--- config.mk ---
export PLATFORM = sky130hd
export DESIGN_NAME = modular_exponentiation_unit_top_flat
export DESIGN_NICKNAME = d
export VERILOG_FILES = /design/src/mexp_pkg.sv /design/src/mexp_if.sv /design/src/modular_exponentiation_unit_top.sv /design/src/mexp_dp.sv /design/src/mexp_ctrl.sv /design/src/flat_wrapper.sv
export SDC_FILE = /design/constraint.sdc
export NUM_CORES = 1
export LEC_CHECK = 0
export ABC_CLOCK_PERIOD_IN_PS = 10100
export BUFFER_PORTS_ARGS = -buffer_cell sky130_fd_sc_hd__buf_2
export CAP_MARGIN = 5
export CORE_UTILIZATION = 48
export DETAILED_ROUTE_END_ITERATION = 8
export PLACE_DENSITY_LB_ADDON = 0.3
export RECOVER_POWER = 25
export SLEW_MARGIN = 20
export SYNTH_ARGS = -nofsm -noshare
export SYNTH_HDL_FRONTEND = slang
export SYNTH_SLANG_ARGS = --single-unit
--- constraint.sdc ---
create_clock -name clk -period 10.1 [get_ports clk]
set_clock_uncertainty 0.15 [all_clocks]
set_input_delay 2.525 -clock clk [delete_from_list [all_inputs] [get_ports clk]]
set_output_delay 2.525 -clock clk [all_outputs]
set_load 0.1 [all_outputs]
--- src/mexp_pkg.sv ---
package mexp_pkg;

    localparam int VALUE_WIDTH = 12;

    // Counter for the bit-serial multiplier; it has to hold VALUE_WIDTH itself.
    localparam int CNT_W = $clog2(VALUE_WIDTH + 1);

    // Configuration register file.
    localparam int CFG_IDX_W = 2;
    localparam logic [CFG_IDX_W-1:0] REG_MODULUS          = CFG_IDX_W'(0);
    localparam logic [CFG_IDX_W-1:0] REG_PUBLIC_EXPONENT  = CFG_IDX_W'(1);
    localparam logic [CFG_IDX_W-1:0] REG_PRIVATE_EXPONENT = CFG_IDX_W'(2);

    localparam logic [VALUE_WIDTH-1:0] MODULUS_RESET  = VALUE_WIDTH'(3721);
    localparam logic [VALUE_WIDTH-1:0] EXPONENT_RESET = VALUE_WIDTH'(1);

    // Input selector codes.
    localparam logic FUNC_ENCRYPT = 1'b0;
    localparam logic FUNC_DECRYPT = 1'b1;

    // Operand pair fed into the modular multiplier.
    typedef enum logic {
        MUL_ACC = 1'b0,   // accumulator times square
        MUL_SQ  = 1'b1    // square times square
    } mul_sel_t;

    typedef struct packed {
        logic     load;       // take a new item and start the base reduction
        logic     mul_start;  // load multiplier operands chosen by mul_sel
        mul_sel_t mul_sel;
        logic     mul_step;   // one multiplier bit
        logic     wr_sq;      // multiplier result into the square register
        logic     wr_acc;     // multiplier result into the accumulator
        logic     exp_shift;  // move to the next exponent bit
        logic     out_load;   // place the final value in the output register
    } mexp_cmd_t;

    typedef struct packed {
        logic mul_done;
        logic exp_bit;
        logic exp_zero;
        logic mod_small;
        logic out_free;
    } mexp_stat_t;

endpackage

--- src/mexp_if.sv ---
interface mexp_in_if import mexp_pkg::*; ();
    logic                   valid;
    logic                   ready;
    logic                   func;
    logic [VALUE_WIDTH-1:0] base_value;

    modport source (output valid, output func, output base_value, input ready);
    modport sink (input valid, input func, input base_value, output ready);
endinterface

interface mexp_out_if import mexp_pkg::*; ();
    logic                   valid;
    logic                   ready;
    logic [VALUE_WIDTH-1:0] power_result;

    modport source (output valid, output power_result, input ready);
    modport sink (input valid, input power_result, output ready);
endinterface

interface mexp_cfg_if import mexp_pkg::*; ();
    logic                   valid;
    logic                   ready;
    logic [CFG_IDX_W-1:0]   index;
    logic [VALUE_WIDTH-1:0] data;

    modport source (output valid, output index, output data, input ready);
    modport sink (input valid, input index, input data, output ready);
endinterface

--- src/modular_exponentiation_unit_top.sv ---
// Modular exponentiation unit. Each item on req carries a base value and a
// selector; the block returns base raised to the public exponent (func = 0) or
// the private exponent (func = 1), reduced modulo the configured modulus, as one
// item on rsp. An exponent of zero gives 1, and a modulus below two gives 0.
// The three registers (modulus, public exponent, private exponent at indexes 0,
// 1 and 2) are written through cfg, which is always ready; an index of 3 is
// ignored, and they should only be written while no item is in flight.
// One item is worked on at a time. The work is done by a bit-serial modular
// multiplier that handles one multiplier bit per clock. Each item first has its
// base reduced on the multiplier; then, for each exponent bit up to the highest
// set one, the accumulator is multiplied by the square if the bit is set, and
// the square is squared. A zero exponent goes to the result right after the
// reduction, and a modulus below two skips the arithmetic. A finished result
// sits in an output register, so the next item is taken while the previous one
// still waits for rsp.ready.
module modular_exponentiation_unit_top import mexp_pkg::*; (
    input  logic        clk,
    input  logic        rst_n,
    mexp_in_if.sink     req,
    mexp_out_if.source  rsp,
    mexp_cfg_if.sink    cfg
);

    mexp_cmd_t  cmd;
    mexp_stat_t stat;
    logic       in_ready;

    // The controller owns the input handshake; the datapath owns the
    // configuration registers and the output register.
    assign req.ready = in_ready;

    mexp_ctrl u_ctrl (
        .clk      (clk),
        .rst_n    (rst_n),
        .in_valid (req.valid),
        .in_ready (in_ready),
        .stat     (stat),
        .cmd      (cmd)
    );

    mexp_dp u_dp (
        .clk        (clk),
        .rst_n      (rst_n),
        .cmd        (cmd),
        .stat       (stat),
        .func       (req.func),
        .base_value (req.base_value),
        .cfg        (cfg),
        .rsp        (rsp)
    );

`ifndef SYNTHESIS
    // A finished result is never written over one that is still waiting.
    a_no_overwrite: assert property (@(posedge clk) disable iff (!rst_n)
        cmd.out_load |-> (!rsp.valid || rsp.ready))
        else $error("output register overwritten while a result was pending");

    // Every loaded result shows up on rsp in the next cycle.
    a_load_shows: assert property (@(posedge clk) disable iff (!rst_n)
        cmd.out_load |=> rsp.valid)
        else $error("loaded result not presented");

    // The multiplier is never stepped past its last bit.
    a_step_bound: assert property (@(posedge clk) disable iff (!rst_n)
        cmd.mul_step |-> !stat.mul_done)
        else $error("multiplier stepped after completion");

    // Only one item is in work at a time.
    a_one_item: assert property (@(posedge clk) disable iff (!rst_n)
        (req.valid && req.ready) |=> !req.ready)
        else $error("second item accepted while busy");
`endif

endmodule

--- src/mexp_dp.sv ---
module mexp_dp import mexp_pkg::*; (
    input  logic                   clk,
    input  logic                   rst_n,
    input  mexp_cmd_t              cmd,
    output mexp_stat_t             stat,
    input  logic                   func,
    input  logic [VALUE_WIDTH-1:0] base_value,
    mexp_cfg_if.sink               cfg,
    mexp_out_if.source             rsp
);

    logic [VALUE_WIDTH-1:0] modulus_reg;
    logic [VALUE_WIDTH-1:0] pub_exp_reg;
    logic [VALUE_WIDTH-1:0] priv_exp_reg;

    logic [VALUE_WIDTH-1:0] acc_reg;
    logic [VALUE_WIDTH-1:0] sq_reg;
    logic [VALUE_WIDTH-1:0] exp_reg;
    logic [VALUE_WIDTH-1:0] mul_a_reg;
    logic [VALUE_WIDTH-1:0] mul_b_reg;
    logic [VALUE_WIDTH-1:0] mul_r_reg;
    logic [CNT_W-1:0]       mul_cnt_reg;
    logic [CNT_W-1:0]       mul_cnt_next;
    logic [VALUE_WIDTH-1:0] res_reg;
    logic                   out_valid_reg;
    logic                   out_valid_next;

    logic [VALUE_WIDTH+1:0] sum;
    logic [VALUE_WIDTH+1:0] mod_x1;
    logic [VALUE_WIDTH+1:0] mod_x2;
    logic [VALUE_WIDTH+1:0] sub_x1;
    logic [VALUE_WIDTH+1:0] sub_x2;
    logic [VALUE_WIDTH-1:0] mul_r_next;

    assign cfg.ready = 1'b1;

    always_ff @(posedge clk or negedge rst_n)
    begin
        if (!rst_n)
        begin
            modulus_reg  <= MODULUS_RESET;
            pub_exp_reg  <= EXPONENT_RESET;
            priv_exp_reg <= EXPONENT_RESET;
        end
        else if (cfg.valid)
        begin
            case (cfg.index)
                REG_MODULUS:          modulus_reg  <= cfg.data;
                REG_PUBLIC_EXPONENT:  pub_exp_reg  <= cfg.data;
                REG_PRIVATE_EXPONENT: priv_exp_reg <= cfg.data;
                default:              ;
            endcase
        end
    end

    // One step of interleaved modular multiplication: r = 2r + bit*a, then
    // bring it back below the modulus. With r and a below m the sum is below 3m.
    assign sum    = {1'b0, mul_r_reg, 1'b0}
                  + {2'b00, (mul_b_reg[VALUE_WIDTH-1] ? mul_a_reg : {VALUE_WIDTH{1'b0}})};
    assign mod_x1 = {2'b00, modulus_reg};
    assign mod_x2 = {1'b0, modulus_reg, 1'b0};
    assign sub_x1 = sum - mod_x1;
    assign sub_x2 = sum - mod_x2;

    always_comb
    begin
        if (sum >= mod_x2)
        begin
            mul_r_next = sub_x2[VALUE_WIDTH-1:0];
        end
        else if (sum >= mod_x1)
        begin
            mul_r_next = sub_x1[VALUE_WIDTH-1:0];
        end
        else
        begin
            mul_r_next = sum[VALUE_WIDTH-1:0];
        end
    end

    always_comb
    begin
        mul_cnt_next = mul_cnt_reg;
        if (cmd.load || cmd.mul_start)
        begin
            mul_cnt_next = CNT_W'(VALUE_WIDTH);
        end
        else if (cmd.mul_step)
        begin
            mul_cnt_next = mul_cnt_reg - CNT_W'(1);
        end
    end

    always_comb
    begin
        out_valid_next = out_valid_reg;
        if (cmd.out_load)
        begin
            out_valid_next = 1'b1;
        end
        else if (rsp.ready)
        begin
            out_valid_next = 1'b0;
        end
    end

    always_ff @(posedge clk or negedge rst_n)
    begin
        if (!rst_n)
        begin
            mul_cnt_reg   <= '0;
            out_valid_reg <= 1'b0;
        end
        else
        begin
            mul_cnt_reg   <= mul_cnt_next;
            out_valid_reg <= out_valid_next;
        end
    end

    always_ff @(posedge clk)
    begin
        if (cmd.load)
        begin
            // The base is first reduced as 1 * base mod m on the same unit.
            mul_a_reg <= VALUE_WIDTH'(1);
            mul_b_reg <= base_value;
            mul_r_reg <= '0;
            acc_reg   <= VALUE_WIDTH'(1);
            exp_reg   <= (func == FUNC_DECRYPT) ? priv_exp_reg : pub_exp_reg;
        end
        else
        begin
            if (cmd.mul_start)
            begin
                mul_a_reg <= (cmd.mul_sel == MUL_ACC) ? acc_reg : sq_reg;
                mul_b_reg <= sq_reg;
                mul_r_reg <= '0;
            end
            else if (cmd.mul_step)
            begin
                mul_b_reg <= {mul_b_reg[VALUE_WIDTH-2:0], 1'b0};
                mul_r_reg <= mul_r_next;
            end
            if (cmd.wr_acc)
            begin
                acc_reg <= mul_r_reg;
            end
            if (cmd.exp_shift)
            begin
                exp_reg <= {1'b0, exp_reg[VALUE_WIDTH-1:1]};
            end
        end
        if (cmd.wr_sq)
        begin
            sq_reg <= mul_r_reg;
        end
        if (cmd.out_load)
        begin
            res_reg <= stat.mod_small ? '0 : acc_reg;
        end
    end

    assign stat.mul_done  = (mul_cnt_reg == '0);
    assign stat.exp_bit   = exp_reg[0];
    assign stat.exp_zero  = (exp_reg == '0);
    assign stat.mod_small = (modulus_reg < VALUE_WIDTH'(2));
    assign stat.out_free  = !out_valid_reg || rsp.ready;

    assign rsp.valid        = out_valid_reg;
    assign rsp.power_result = res_reg;

endmodule

--- src/mexp_ctrl.sv ---
module mexp_ctrl import mexp_pkg::*; (
    input  logic       clk,
    input  logic       rst_n,
    input  logic       in_valid,
    output logic       in_ready,
    input  mexp_stat_t stat,
    output mexp_cmd_t  cmd
);

    typedef enum logic [5:0] {
        ST_IDLE   = 6'b000001,
        ST_REDUCE = 6'b000010,
        ST_BIT    = 6'b000100,
        ST_ACC    = 6'b001000,
        ST_SQ     = 6'b010000,
        ST_FINISH = 6'b100000
    } state_t;

    state_t state_reg;
    state_t state_next;

    assign in_ready = (state_reg == ST_IDLE);

    always_comb
    begin
        state_next = state_reg;
        cmd        = '0;
        case (state_reg)
            ST_IDLE:
            begin
                if (in_valid)
                begin
                    cmd.load   = 1'b1;
                    state_next = stat.mod_small ? ST_FINISH : ST_REDUCE;
                end
            end
            ST_REDUCE:
            begin
                if (!stat.mul_done)
                begin
                    cmd.mul_step = 1'b1;
                end
                else
                begin
                    cmd.wr_sq  = 1'b1;
                    state_next = ST_BIT;
                end
            end
            ST_BIT:
            begin
                if (stat.exp_zero)
                begin
                    state_next = ST_FINISH;
                end
                else if (stat.exp_bit)
                begin
                    cmd.mul_start = 1'b1;
                    cmd.mul_sel   = MUL_ACC;
                    state_next    = ST_ACC;
                end
                else
                begin
                    cmd.mul_start = 1'b1;
                    cmd.mul_sel   = MUL_SQ;
                    state_next    = ST_SQ;
                end
            end
            ST_ACC:
            begin
                if (!stat.mul_done)
                begin
                    cmd.mul_step = 1'b1;
                end
                else
                begin
                    cmd.wr_acc    = 1'b1;
                    cmd.mul_start = 1'b1;
                    cmd.mul_sel   = MUL_SQ;
                    state_next    = ST_SQ;
                end
            end
            ST_SQ:
            begin
                if (!stat.mul_done)
                begin
                    cmd.mul_step = 1'b1;
                end
                else
                begin
                    cmd.wr_sq     = 1'b1;
                    cmd.exp_shift = 1'b1;
                    state_next    = ST_BIT;
                end
            end
            ST_FINISH:
            begin
                if (stat.out_free)
                begin
                    cmd.out_load = 1'b1;
                    state_next   = ST_IDLE;
                end
            end
            default:
            begin
                state_next = ST_IDLE;
            end
        endcase
    end

    always_ff @(posedge clk or negedge rst_n)
    begin
        if (!rst_n)
        begin
            state_reg <= ST_IDLE;
        end
        else
        begin
            state_reg <= state_next;
        end
    end

endmodule

--- src/flat_wrapper.sv ---
// flat-port wrapper written by rule: the top's interface ports become plain ports
module modular_exponentiation_unit_top_flat import mexp_pkg::*;
  (clk, rst_n, req_valid, req_func, req_base_value, req_ready, rsp_valid, rsp_power_result, rsp_ready, cfg_valid, cfg_index, cfg_data, cfg_ready);
  mexp_in_if req_i ();
  mexp_out_if rsp_i ();
  mexp_cfg_if cfg_i ();
  input  logic clk;
  input  logic rst_n;
  input wire logic [$bits(req_i.valid)-1:0] req_valid;
  input wire logic [$bits(req_i.func)-1:0] req_func;
  input wire logic [$bits(req_i.base_value)-1:0] req_base_value;
  output wire logic [$bits(req_i.ready)-1:0] req_ready;
  output wire logic [$bits(rsp_i.valid)-1:0] rsp_valid;
  output wire logic [$bits(rsp_i.power_result)-1:0] rsp_power_result;
  input wire logic [$bits(rsp_i.ready)-1:0] rsp_ready;
  input wire logic [$bits(cfg_i.valid)-1:0] cfg_valid;
  input wire logic [$bits(cfg_i.index)-1:0] cfg_index;
  input wire logic [$bits(cfg_i.data)-1:0] cfg_data;
  output wire logic [$bits(cfg_i.ready)-1:0] cfg_ready;
  assign req_i.valid = req_valid;
  assign req_i.func = req_func;
  assign req_i.base_value = req_base_value;
  assign req_ready = req_i.ready;
  assign rsp_valid = rsp_i.valid;
  assign rsp_power_result = rsp_i.power_result;
  assign rsp_i.ready = rsp_ready;
  assign cfg_i.valid = cfg_valid;
  assign cfg_i.index = cfg_index;
  assign cfg_i.data = cfg_data;
  assign cfg_ready = cfg_i.ready;
  modular_exponentiation_unit_top u_core (.clk(clk), .rst_n(rst_n), .req(req_i), .rsp(rsp_i), .cfg(cfg_i));
endmodule
Yosys cells after proc, flatten, opt, wreduce, memory -nomap -nowiden
Cells that the tools add are included.
{"block": "word_totals", "elab_cells": 85, "in_bits": 32, "ff_bits": 131}
{"block": "op_classes", "n_mux": 36, "addsub": 4, "n_reduce_logical": 17, "order_cmp": 3, "eq_ne": 12}
{"operator": "$mux W12", "n": 10}
{"operator": "$mux W6", "n": 6}
{"operator": "$pmux W6 S5", "n": 1}
{"operator": "$sub A12 B12 Y12", "n": 2}
{"operator": "$add A13 B12 Y14", "n": 1}
{"operator": "$ge A14 B12 Y1", "n": 1}
{"operator": "$ge A14 B13 Y1", "n": 1}
{"operator": "$mux W1", "n": 13}
{"operator": "$logic_not A12 Y1", "n": 1}
{"operator": "$lt A12 B2 Y1 const B", "n": 1}
{"operator": "$mux W4", "n": 2}
{"operator": "$eq A6 B1 Y1 const B", "n": 1}
{"operator": "$eq A6 B2 Y1 const B", "n": 1}
{"operator": "$eq A6 B3 Y1 const B", "n": 1}
{"operator": "$eq A6 B4 Y1 const B", "n": 1}
{"operator": "$eq A6 B5 Y1 const B", "n": 1}
{"operator": "$eq A6 B6 Y1 const B", "n": 1}
{"operator": "$reduce_and A2 Y1", "n": 3}
{"operator": "$reduce_bool A2 Y1", "n": 3}
{"operator": "$mux W5", "n": 1}
{"operator": "$logic_not A4 Y1", "n": 1}
{"operator": "$mux W2", "n": 2}
{"operator": "$ne A2 B1 Y1 const B", "n": 2}
{"operator": "$ne A2 B2 Y1 const B", "n": 2}
{"operator": "11 further kinds", "n": 13}

Depth between registers and ports, before layout
{"block": "depth", "word_depth": 6, "mapped_depth": 18, "ltp_nobuf": 17}

Modules after synthesis
From an unflattened synthesis, not the netlist that was laid out.
{"block": "unflattened", "hier_cells": 699, "hier_area_um2": 7253.2}
{"module": "mexp_dp", "instances": 1, "cells_each": 652, "area_per_inst_um2": 6850.3}
{"module": "mexp_ctrl", "instances": 1, "cells_each": 47, "area_per_inst_um2": 402.9}

Least setup slack after synthesis
Ideal clock, no wire load.
{"block": "synth_path", "path_type": "reg2out", "startpoint": "register u_core.u_ctrl.state_reg[0]", "endpoint": "output port req_ready", "required_time_ps": 7425, "slack_ps": 5804, "stages_incl_launch_ff": 4, "n_path_buf": 0, "t_arrival_ps": 1621, "cell_sequence": "dfstp_2 > nor4b_1 > nand2_1 > inv_1"}
{"block": "synth_between", "elab_chain_len": 1}
{"item": "from (decl)", "line": "mexp_ctrl.sv:19", "text": "state_t state_reg;"}
{"item": "from (signal assigned)", "line": "mexp_ctrl.sv:118", "text": "state_reg <= state_next;"}
{"item": "$eq A6 B1 Y1", "line": "mexp_ctrl.sv:22", "text": "assign in_ready = (state_reg == ST_IDLE);"}
{"item": "to (decl)", "line": "flat_wrapper.sv:12", "text": "output wire logic [$bits(req_i.ready)-1:0] req_ready;"}
No other way between the ends.

Final worst setup path
Ends and elaborated chain as after synthesis.

==> results.cfg <==
[status]
outcome = finished, violations left
violations = max-capacitance violations, max-slew violations

[logic_synthesis]
netlist.area_leader.share = 0.202
synth_seq_area_share = 0.470
synth_xor_area_frac = 0.0356
synth_mux_area_frac = 0.0914
synth_top_area_cell = edfxtp_1
synth-seq-cells = 131
synth.top_cells.by_area = edfxtp_1 (20%), dfrtp_1 (13%), dfxtp_1 (10%)
syn_nets = 771
synth_compound_area_frac = 0.149
netlist-cell-type-count = 66
yosys.area_share.simple = 0.151
synth_ff_type = edfxtp_1
synth-edff-count = 48
yosys.area_share.adder = 0.0716
synth_area_sq_um = 7130
synthCells = 700
yosys_warnings = 0
synth_top_family_by_area = simple AND/OR/NAND/NOR gates
synthArstFlopShare = 0.359
avgSynthCellArea_sq_um = 10.2

[routing]
drc = 0
ant_nets = 0
via_per_inst = 5.79
drt_iter0_drc = 392
wl_per_cell_um = 17.6
first_pass_iters = 5
routed_wl_mm = 16.5
top_layer = met4
wl_met3_um = 669
vias = 5418
dr_wl_met2_mm = 7.87
drt-met1-wl_mm = 7.55

[global_route]
grt_max_degree = 49
grt_pass1_vias = 5286
grt_usage = 0.233
antenna_found_initial = 0
grt_pass1_wl_mm = 26.9
grt_overflow_total = 0

[timing]
worst_hold_slack_ns = 0.322
grt_setup_unrepaired = false
final-setup-viol-count = 0
final_hold_viol_count = 0
fmax_ghz = 0.211
fin_setup_tns_ns = 0
min_period_ns = 4.74
setup_slack_ns = 5.36
slew_violations = 48
slew_headroom = -0.638
min_period_over_period = 0.469
worstMarginPinSlew_ns = 2.46

[floorplanning]
core_sq_um = 14500
dieArea_sq_um = 15400
ios = 47
initial_core_util = 0.491
die_h_um = 124
row_count = 44
die_w_um = 124

[clocking]
cts_tree = built
ctsResizeCount = 0
htreeDepth = 4
root_buffer = clkbuf_16
cts_hold_buf = 0
cts.clk_slew.worst_paths_ns = 0.06
worstSkewPairLatency_ns = 0.42
cts_buffer_depth = 2
numCtsBuffers = 17
postCtsSetupBuffers = 0
cts_sinks = 131

[power]
p_int_mw = 1.49
seq_power_share = 0.328
p_comb_frac = 0.401
finalPower_mw = 2.39
p_clk_frac = 0.272
swShare = 0.375
irDropWorstVdd_v = 0.000153
p_sw_mw = 0.897
power.density_nw_per_um2 = 294
leakage_nw = 3.42

[critical_path]
criticalPathCategory = reg -> out
critPathArrivalTime_ns = 2.06
path_cells = nor4b_1 > nand2_1 > inv_1 > buf_2
slowest_stage = dfstp_2
cp-start-kind = register
worstRegToRegCells = 16
r2r_slack_ns = 5.49
r2r-end = u_core.u_dp.mul_r_reg[6]$_SDFFE_PN0P_
critPathMaxStageDelay_ns = 0.59
cp.required_ns = 7.43
end_kind = output port
r2r-start = u_core.u_dp.mul_b_reg[11]$_DFFE_PP_
worstPathMaxFanout = 7

[flow_run]
max_cap_viol_count = 1

[placed_design]
place_congestion = 0.897
pre_cts_slack_ns = 5.40
hpwl_mm = 12.3
io_buffers = 45
dpl.cell_count = 903
post_dp_cell_area_sq_um = 7480

[hold_path]
min_from = u_core.u_dp.acc_reg[4]$_SDFFE_PP0P_
hold-path-endpoint = u_core.u_dp.acc_reg[4]$_SDFFE_PP0P_
min_path_cells = 2
hp-class = reg -> reg

[finish]
n_antenna_cell = 0
drive_above_1_share = 0.180
nets = 809
area_delta_synth_final_pct = 13.9
n_fill_cell = 1283
final_util = 0.559
layout.cells.non_filler = 935
final_area_sq_um = 8130
## final cells by class
type,instances,area (sq um),area share
Clock buffer,23,532,0.0654
Inverter,27,101,0.0125
Tap cell,184,230,0.0283
Timing Repair Buffer,46,231,0.0285
Clock inverter,9,109,0.0134
Sequential cell,131,3350,0.412
Multi-Input combinational cell,515,3570,0.440
## synthesized netlist by cell type, drive strengths merged, types with 6 or more instances
| master | count |
|---|---|
| buf | 12 |
| a21oi | 55 |
| mux2 | 25 |
| o221ai | 8 |
| nor2 | 39 |
| xnor2 | 19 |
| dfxtp | 36 |
| clkbuf | 15 |
| nor4 | 10 |
| xor2 | 10 |
| a22oi | 11 |
| o21ai | 45 |
| dfrtp | 38 |
| inv | 27 |
| mux2i | 37 |
| edfxtp | 48 |
| dfstp | 9 |
| o21bai | 6 |
| nand3 | 21 |
| nand2 | 84 |
| nor3 | 11 |
| and2 | 24 |
| a21o | 10 |
| ha | 36 |
## critical path: cells and delay by family (launching register included)
kind / cells / cell delay, ns
flip-flops: 1 / 0.59
buffers and inverters: 2 / 0.55
AND/OR/NAND/NOR: 2 / 0.51
## how the worst max path moves through the flow
stage	from	slack (ns)	cells past startpoint	endpoint
3_5_place_dp	req_valid	5.40	6	u_core.u_dp.mul_r_reg[8]$_SDFFE_PN0P_
5_1_grt	u_core.u_dp.mul_b_reg[11]$_DFFE_PP_	5.10	16	u_core.u_dp.mul_r_reg[4]$_SDFFE_PN0P_
6_report	u_core.u_ctrl.state_reg[0]$_DFFE_PN1P_	5.36	4	req_ready
2_1_floorplan	u_core.u_ctrl.state_reg[0]$_DFFE_PN1P_	5.80	3	req_ready
4_1_cts	u_core.u_ctrl.state_reg[0]$_DFFE_PN1P_	5.34	4	req_ready
3_3_place_gp	req_valid	5.49	6	u_core.u_dp.mul_r_reg[9]$_SDFFE_PN0P_
## placed cells by master (no fill, tap or decap), types with 5 or more instances in the layout
cell / n
a21o_1: 10
a21oi_1: 50
a21oi_2: 5
a22oi_1: 11
and2_0: 8
and2_1: 16
and3_1: 5
buf_2: 44
clkbuf_16: 20
dfrtp_1: 38
dfstp_2: 9
dfxtp_1: 36
edfxtp_1: 48
ha_1: 36
inv_1: 27
mux2_2: 25
mux2i_1: 37
nand2_1: 84
nand3_1: 21
nor2_1: 37
nor3_1: 10
nor4_1: 9
o21ai_0: 39
o21bai_1: 5
o221ai_1: 8
xnor2_1: 19
xor2_1: 10
## power by group through the flow
stage	Combinational [mW]	Clock, mW	Sequential, mW
3_5_place_dp	0.943	0	0.791
2_1_floorplan	0.769	0	0.751
5_1_grt	1.06	0.679	0.798
6_report	0.958	0.650	0.783
4_1_cts	0.951	0.656	0.781
3_3_place_gp	0.906	0	0.786
## cell families after synthesis
| family | Yosys count |
|---|---|
| and+or+nand+nor | 219 |
| AOI/OAI and AO/OA | 165 |
| DFF | 131 |
| muxes | 62 |
| buffers and inverters | 54 |
| adders and majority gates | 39 |
| xor gates and xnor gates | 29 |
| other | 1 |
## metal layers
metal | global-route usage | up-vias
met2 | 0.377 | 150
met4 | 0.0930 | 0
met1 | 0.309 | 2627
met5 | 0 | -
li1 | - | 2613
met3 | 0.0444 | 28
No activity file was read; power rests on OpenSTA's default activity.
